--- config.mk ---
export PLATFORM = sky130hd
export DESIGN_NAME = dpl_rem_unit
export DESIGN_NICKNAME = d
export VERILOG_FILES = /design/src/hw/rtl/dpl_pkg.sv /design/src/hw/rtl/dpl_rem_unit.sv
export SDC_FILE = /design/constraint.sdc
export NUM_CORES = 1
export LEC_CHECK = 0
export ABC_AREA = 1
export BUFFER_PORTS_ARGS = -buffer_cell sky130_fd_sc_hd__clkbuf_2
export CAP_MARGIN = 20
export CORE_UTILIZATION = 30
export DETAILED_ROUTE_END_ITERATION = 12
export GPL_TIMING_DRIVEN = 0
export PLACE_DENSITY = 0.48
export SYNTH_ARGS = -nofsm -noshare
export SYNTH_HDL_FRONTEND = slang
export SYNTH_SLANG_ARGS = --single-unit
--- constraint.sdc ---
create_clock -name clk -period 3 [get_ports clk]
set_clock_uncertainty 0.1 [all_clocks]
set_input_delay 0 -clock clk [delete_from_list [all_inputs] [get_ports clk]]
set_output_delay 0 -clock clk [all_outputs]
set_load 0.01 [all_outputs]
--- src/hw/rtl/dpl_pkg.sv ---
package dpl_pkg;

    // Field widths
    localparam int TACHO_W   = 32;
    localparam int DPC_W     = 24;
    localparam int ODO_W     = TACHO_W + DPC_W;   // Q16 odometry product
    localparam int ODO_CM_W  = ODO_W - 16;        // whole centimetres
    localparam int QSUM_W    = ODO_CM_W + 1;      // odometry plus look-ahead
    localparam int LAP_W     = 16;
    localparam int PCOUNT_W  = 11;
    localparam int CFG_IDX_W = 8;
    localparam int CFG_DAT_W = 24;

    // Register indexes
    localparam logic [CFG_IDX_W-1:0] CFG_DIST_PER_COUNT = 8'd0;
    localparam logic [CFG_IDX_W-1:0] CFG_SAMPLE_SPACING = 8'd1;

    typedef enum logic [2:0] {
        OP_START_LEARN = 3'd0,
        OP_LEARN_TICK  = 3'd1,
        OP_STOP        = 3'd2,
        OP_START_RACE  = 3'd3,
        OP_QUERY       = 3'd4,
        OP_CLEAR       = 3'd5
    } op_t;

    typedef enum logic [1:0] {
        MODE_IDLE  = 2'd0,
        MODE_LEARN = 2'd1,
        MODE_RACE  = 2'd2
    } mode_t;

    typedef struct packed {
        logic [2:0]         op;
        logic [31:0]        tacho_count;
        logic signed [15:0] steer_command;
        logic signed [15:0] target_speed_q8;
        logic [15:0]        lookahead_cm;
    } item_t;

    typedef struct packed {
        logic [7:0]          speed_tenths;
        logic                speed_valid;
        logic                accepted;
        logic [1:0]          mode_now;
        logic [PCOUNT_W-1:0] point_count;
        logic [15:0]         lap_length_cm;
    } result_t;

    typedef struct packed {
        logic [CFG_IDX_W-1:0] reg_index;
        logic [CFG_DAT_W-1:0] wdata;
    } cfg_t;

    // steer / 8 toward zero, clamped to +-125, as 8-bit two's complement
    function automatic logic [7:0] steer_pack(input logic signed [15:0] steer);
        logic signed [16:0] biased;
        logic signed [16:0] q;
        logic [7:0]         res;
        biased = steer[15] ? ({steer[15], steer} + 17'sd7) : {steer[15], steer};
        q = biased >>> 3;
        if (q > 17'sd125)
            res = 8'd125;
        else if (q < -17'sd125)
            res = 8'h83;
        else
            res = q[7:0];
        return res;
    endfunction

    // speed * 10 / 256 toward zero, clamped to 0..255
    function automatic logic [7:0] speed_pack(input logic signed [15:0] sp);
        logic [18:0] t;
        logic [10:0] v;
        logic [7:0]  res;
        t = ({4'b0, sp[14:0]} << 3) + ({4'b0, sp[14:0]} << 1);
        v = t[18:8];
        if (sp[15] || sp == 16'sd0)
            res = 8'd0;
        else if (v > 11'd255)
            res = 8'd255;
        else
            res = v[7:0];
        return res;
    endfunction

    // Q16 odometry to centimetres, saturated to 16 bits
    function automatic logic [LAP_W-1:0] sat16_cm(input logic [ODO_W-1:0] d);
        logic [LAP_W-1:0] res;
        if (d[ODO_W-1:32] != '0)
            res = '1;
        else
            res = d[31:16];
        return res;
    endfunction

endpackage

--- src/hw/rtl/dpl_rem_unit.sv ---
module dpl_rem_unit (
    input  logic                        clk,
    input  logic                        rst_n,
    input  logic                        start,
    input  logic [dpl_pkg::QSUM_W-1:0]  dividend,
    input  logic [dpl_pkg::LAP_W-1:0]   divisor,
    output logic                        done,
    output logic [dpl_pkg::LAP_W-1:0]   rem
);
    import dpl_pkg::*;

    localparam int CW = $clog2(QSUM_W + 1);

    logic              busy_reg,  busy_next;
    logic              done_reg,  done_next;
    logic [CW-1:0]     cnt_reg,   cnt_next;
    logic [QSUM_W-1:0] dvd_reg,   dvd_next;
    logic [LAP_W-1:0]  dvs_reg,   dvs_next;
    logic [LAP_W-1:0]  rem_reg,   rem_next;
    logic [LAP_W:0]    trial;

    // one restoring step per cycle, dividend MSB first
    always_comb
    begin
        busy_next = busy_reg;
        done_next = 1'b0;
        cnt_next  = cnt_reg;
        dvd_next  = dvd_reg;
        dvs_next  = dvs_reg;
        rem_next  = rem_reg;
        trial     = {rem_reg, dvd_reg[QSUM_W-1]};
        if (start)
        begin
            busy_next = 1'b1;
            cnt_next  = CW'(QSUM_W);
            dvd_next  = dividend;
            dvs_next  = divisor;
            rem_next  = '0;
        end
        else if (busy_reg)
        begin
            if (trial >= {1'b0, dvs_reg})
                rem_next = LAP_W'(trial - {1'b0, dvs_reg});
            else
                rem_next = trial[LAP_W-1:0];
            dvd_next = dvd_reg << 1;
            cnt_next = cnt_reg - 1'b1;
            if (cnt_reg == CW'(1))
            begin
                busy_next = 1'b0;
                done_next = 1'b1;
            end
        end
    end

    always_ff @(posedge clk or negedge rst_n)
    begin
        if (!rst_n)
        begin
            busy_reg <= 1'b0;
            done_reg <= 1'b0;
            cnt_reg  <= '0;
        end
        else
        begin
            busy_reg <= busy_next;
            done_reg <= done_next;
            cnt_reg  <= cnt_next;
        end
    end

    always_ff @(posedge clk)
    begin
        dvd_reg <= dvd_next;
        dvs_reg <= dvs_next;
        rem_reg <= rem_next;
    end

    assign done = done_reg;
    assign rem  = rem_reg;

endmodule

==> key figures <==
Status
  • Status: finished clean

Layout
  • Area growth from synthesis to layout: 33.7%
  • Commonest non-fill, non-tap cell in the layout: nand2_1
  • Sequential Area: 2230 sq um
  • Final Instance Area: 6040 sq um
  • Largest register FFs: 41
  • Fillers: 1511
  • # diodes: 0
  • Multi-input logic area: 1920 sq um
  • Most frequent cells in the layout: 227 x nand2_1, 76 x clkbuf_2, 71 x inv_1, 59 x dlygate4sd3_1, 57 x edfxtp_1
  • Non-filler cells, final: 885
  • Final nets: 775
  • Layout cells sized above 1: 18.7%

STA
  • Slew @ Worst Pin: 0.918 ns
  • Final hold vios: 0
  • Fin crit share: 71.8%
  • Final Max Slew Viols: 0
  • Period minus WS final: 2.15 ns
  • Max Freq: 465 MHz
  • PnR worst setup slack: 0.847 ns
  • Total negative slack: 0 ns
  • Hold Worst Slack: 0.187 ns
  • Slew headroom: 38.6%
  • RSZ-0062 raised after global routing: no
  • Final setup viols: 0

Routing
  • Drt first pass iters: 4
  • Vias per cell: 4.38
  • Routed WL per cell: 12.3 um
  • DRT antenna net count: 0
  • Total Routed Length: 10900 um
  • Initial DRC count: 129
  • Drt drc: 0
  • Via Count: 3874

Clock tree
  • Clock transition at the registers of the reported paths: 0.07 ns
  • Num CTS Buffers: 9
  • Root buffer cell: clkbuf_16
  • CTS tree: built
  • CTS sink count: 81
  • H-tree Lvls: 3
  • Clock Tree Buf Depth: 2
  • Post-CTS Setup Bufs: 0
  • Clock Latency Late Sink: 0.35 ns

Critical path
  • CP Buf/Inv Count: 2
  • R2R cell count: 14
  • R2R Path Start: dvd_reg[40]
  • CP delay by family, top: simple AND/OR/NAND/NOR gates
  • Launch point of the critical path: dvd_reg[40]
  • Worst R2R End: rem[14]
  • Startpoint types: flop
  • CP max FO: 4
  • Critical Path AT: 2.29 ns
  • Crit path largest cell delay: 0.41 ns
  • Setup CP Type: flop to flop
  • Slowest cell on crit path: fa_1
  • Crit-path cells: inv_1, ha_1, inv_1, fa_1, nand2_1, nand2_1, nand3b_1, nand2_1, nand2_1, nand2_1, nand2_1, nand3_2, nand3_1, nand2_1
  • CP endpoint kind: flop
  • R2R setup slack: 0.85 ns
  • Critical path required time: 3.14 ns
  • CP dominant cell by count: nand2_1

Placement
  • Final GP Congestion: 0.829
  • Post-Place Setup Slack: 0.311 ns
  • DPL Wire Length: 7730 um
  • Post-Place Cells: 809
  • Placed cell area: 5120 sq um
  • PortBufs: 76

Die
  • Initial Util: 30.9%
  • Die area: 15500 sq um
  • Core Area: 14600 sq um
  • Die H: 125 um
  • Ports: 77
  • Die X: 125 um
  • Row count: 44

Power
  • Worst VDD drop: 0.322 mV
  • Power share of the combinational group: 41.9%
  • Reg power frac: 32.9%
  • Switching Share: 38.3%
  • Leakage power: 3.05 nW
  • Int Pwr: 2.82 mW
  • Sw power: 1.75 mW
  • Clock network power share: 25.2%
  • Power per cell area: 757 nW/um^2

Global routing
  • Global Route Usage Sum: 15.2%
  • Met2 Use GR: 26.1%
  • Overflow after GRT: 0
  • Vias in the first global route: 3867
  • First-pass GRT wire length: 18600 um
  • Grt met3 use: 4.51%
  • M1 GR Usage: 18.3%
  • Largest net degree at the start of global routing: 50
  • Initial antenna violation count: 0
  • GR peak layer: met2

Logic synthesis
  • YS warnings: 0
  • Distinct cells, synth: 37
  • Post-Syn Area: 4510 sq um
  • Post-Syn Area per Cell: 8.22 sq um
  • Post-Syn Nets: 628
  • Seq/Total Area, Yosys: 49.4%
  • Number of synthesized register bits: 81
  • Mapped Cells: 549

Job
  • Max-cap viol count: 0

Worst hold path
  • Hold Path Class: primary input to flop
  • Hold wc startpoint: start
  • Hold Crit Endpoint: dvs_reg[0]
  • Hold path depth: 1
## cells by family after synthesis
kind of cell    after synthesis  share of synthesized area, %
compound gates               27                          3.27
xor+xnor                      7                          1.36
fa+ha+maj                    19                          5.43
buf+inv                      87                          8.01
flops                        81                          49.4
simple gates                328                          32.5
## worst max path at each step
stage                       end  slack, ns  cells past startpoint
floorplan                rem[6]       1.11                     12
global placement    dvd_reg[19]       0.37                      3
detailed placement       rem[3]       0.31                      4
CTS                      rem[3]       0.35                      3
global route             rem[9]       0.67                     12
finish                  rem[14]       0.85                     14
## power by group through the flow
stage	combinational [mW]	clock [mW]	sequential (mW)
6_report	1.92	1.15	1.51
2_1_floorplan	1.37	0	1.54
4_1_cts	1.94	1.20	1.51
3_5_place_dp	1.87	0	1.53
5_1_grt	2.18	1.24	1.53
3_3_place_gp	1.87	0	1.53
## metal layers
metal / wire length, um / vias up
met5: 0 / -
met4: 65 / 0
met2: 5450 / 65
met1: 5030 / 1767
met3: 375 / 4
li1: - / 2038
## cells in the mapped netlist
| master | number | area share (%) |
|---|---|---|
| o22ai_1 | 1 | 0.14 |
| or2_2 | 1 | 0.14 |
| buf_12 | 1 | 0.44 |
| nand4_1 | 4 | 0.55 |
| o21ai_2 | 2 | 0.39 |
| nor3_4 | 1 | 0.36 |
| nand3_2 | 11 | 2.4 |
| dfxtp_1 | 16 | 7.1 |
| and3_1 | 1 | 0.14 |
| nand3_1 | 32 | 3.5 |
| fa_1 | 1 | 0.44 |
| buf_2 | 1 | 0.11 |
| nor2_4 | 1 | 0.25 |
| edfxtp_1 | 57 | 38 |
| nor2_1 | 19 | 1.6 |
| xor2_1 | 2 | 0.39 |
| xnor2_1 | 5 | 0.97 |
| a21oi_2 | 1 | 0.19 |
| nor2_2 | 4 | 0.55 |
| ha_1 | 18 | 5.0 |
| o21ai_0 | 10 | 1.1 |
| clkbuf_8 | 1 | 0.30 |
| nand3b_1 | 8 | 1.3 |
| buf_4 | 2 | 0.33 |
| inv_1 | 71 | 5.9 |
| nand2_2 | 9 | 1.2 |
| buf_1 | 1 | 0.083 |
| or2_0 | 1 | 0.14 |
| clkinv_1 | 1 | 0.083 |
| nand2_4 | 2 | 0.50 |
| dfrtp_1 | 8 | 4.4 |
| nand2_1 | 227 | 19 |
| a21oi_1 | 13 | 1.4 |
| and2_1 | 2 | 0.28 |
| clkbuf_1 | 7 | 0.58 |
| nor3_1 | 5 | 0.55 |
| inv_2 | 2 | 0.17 |
## repair_timing
action	CTS	global route
endpoints found under the hold margin	65	0
hold buffers	59	0
resized for setup	0	0
setup endpoints to repair	0	0
## through the flow
stage	total power, mW	util, %
floorplan	2.91	-
global placement	3.39	35.1
detailed placement	3.40	35.1
CTS	4.65	41.2
global route	4.96	41.4
finish	4.57	41.4
## area by class of cell
class | instances | area share, %
Buffer | 13 | 1.39
Clock buffer | 10 | 3.79
Clock inverter | 6 | 1.20
Inverter | 74 | 4.60
Multi-Input combinational cell | 381 | 31.8
Sequential cell | 81 | 37.0
Tap cell | 184 | 3.81
Timing Repair Buffer | 136 | 16.4
No activity file was read; power rests on OpenSTA's default activity.
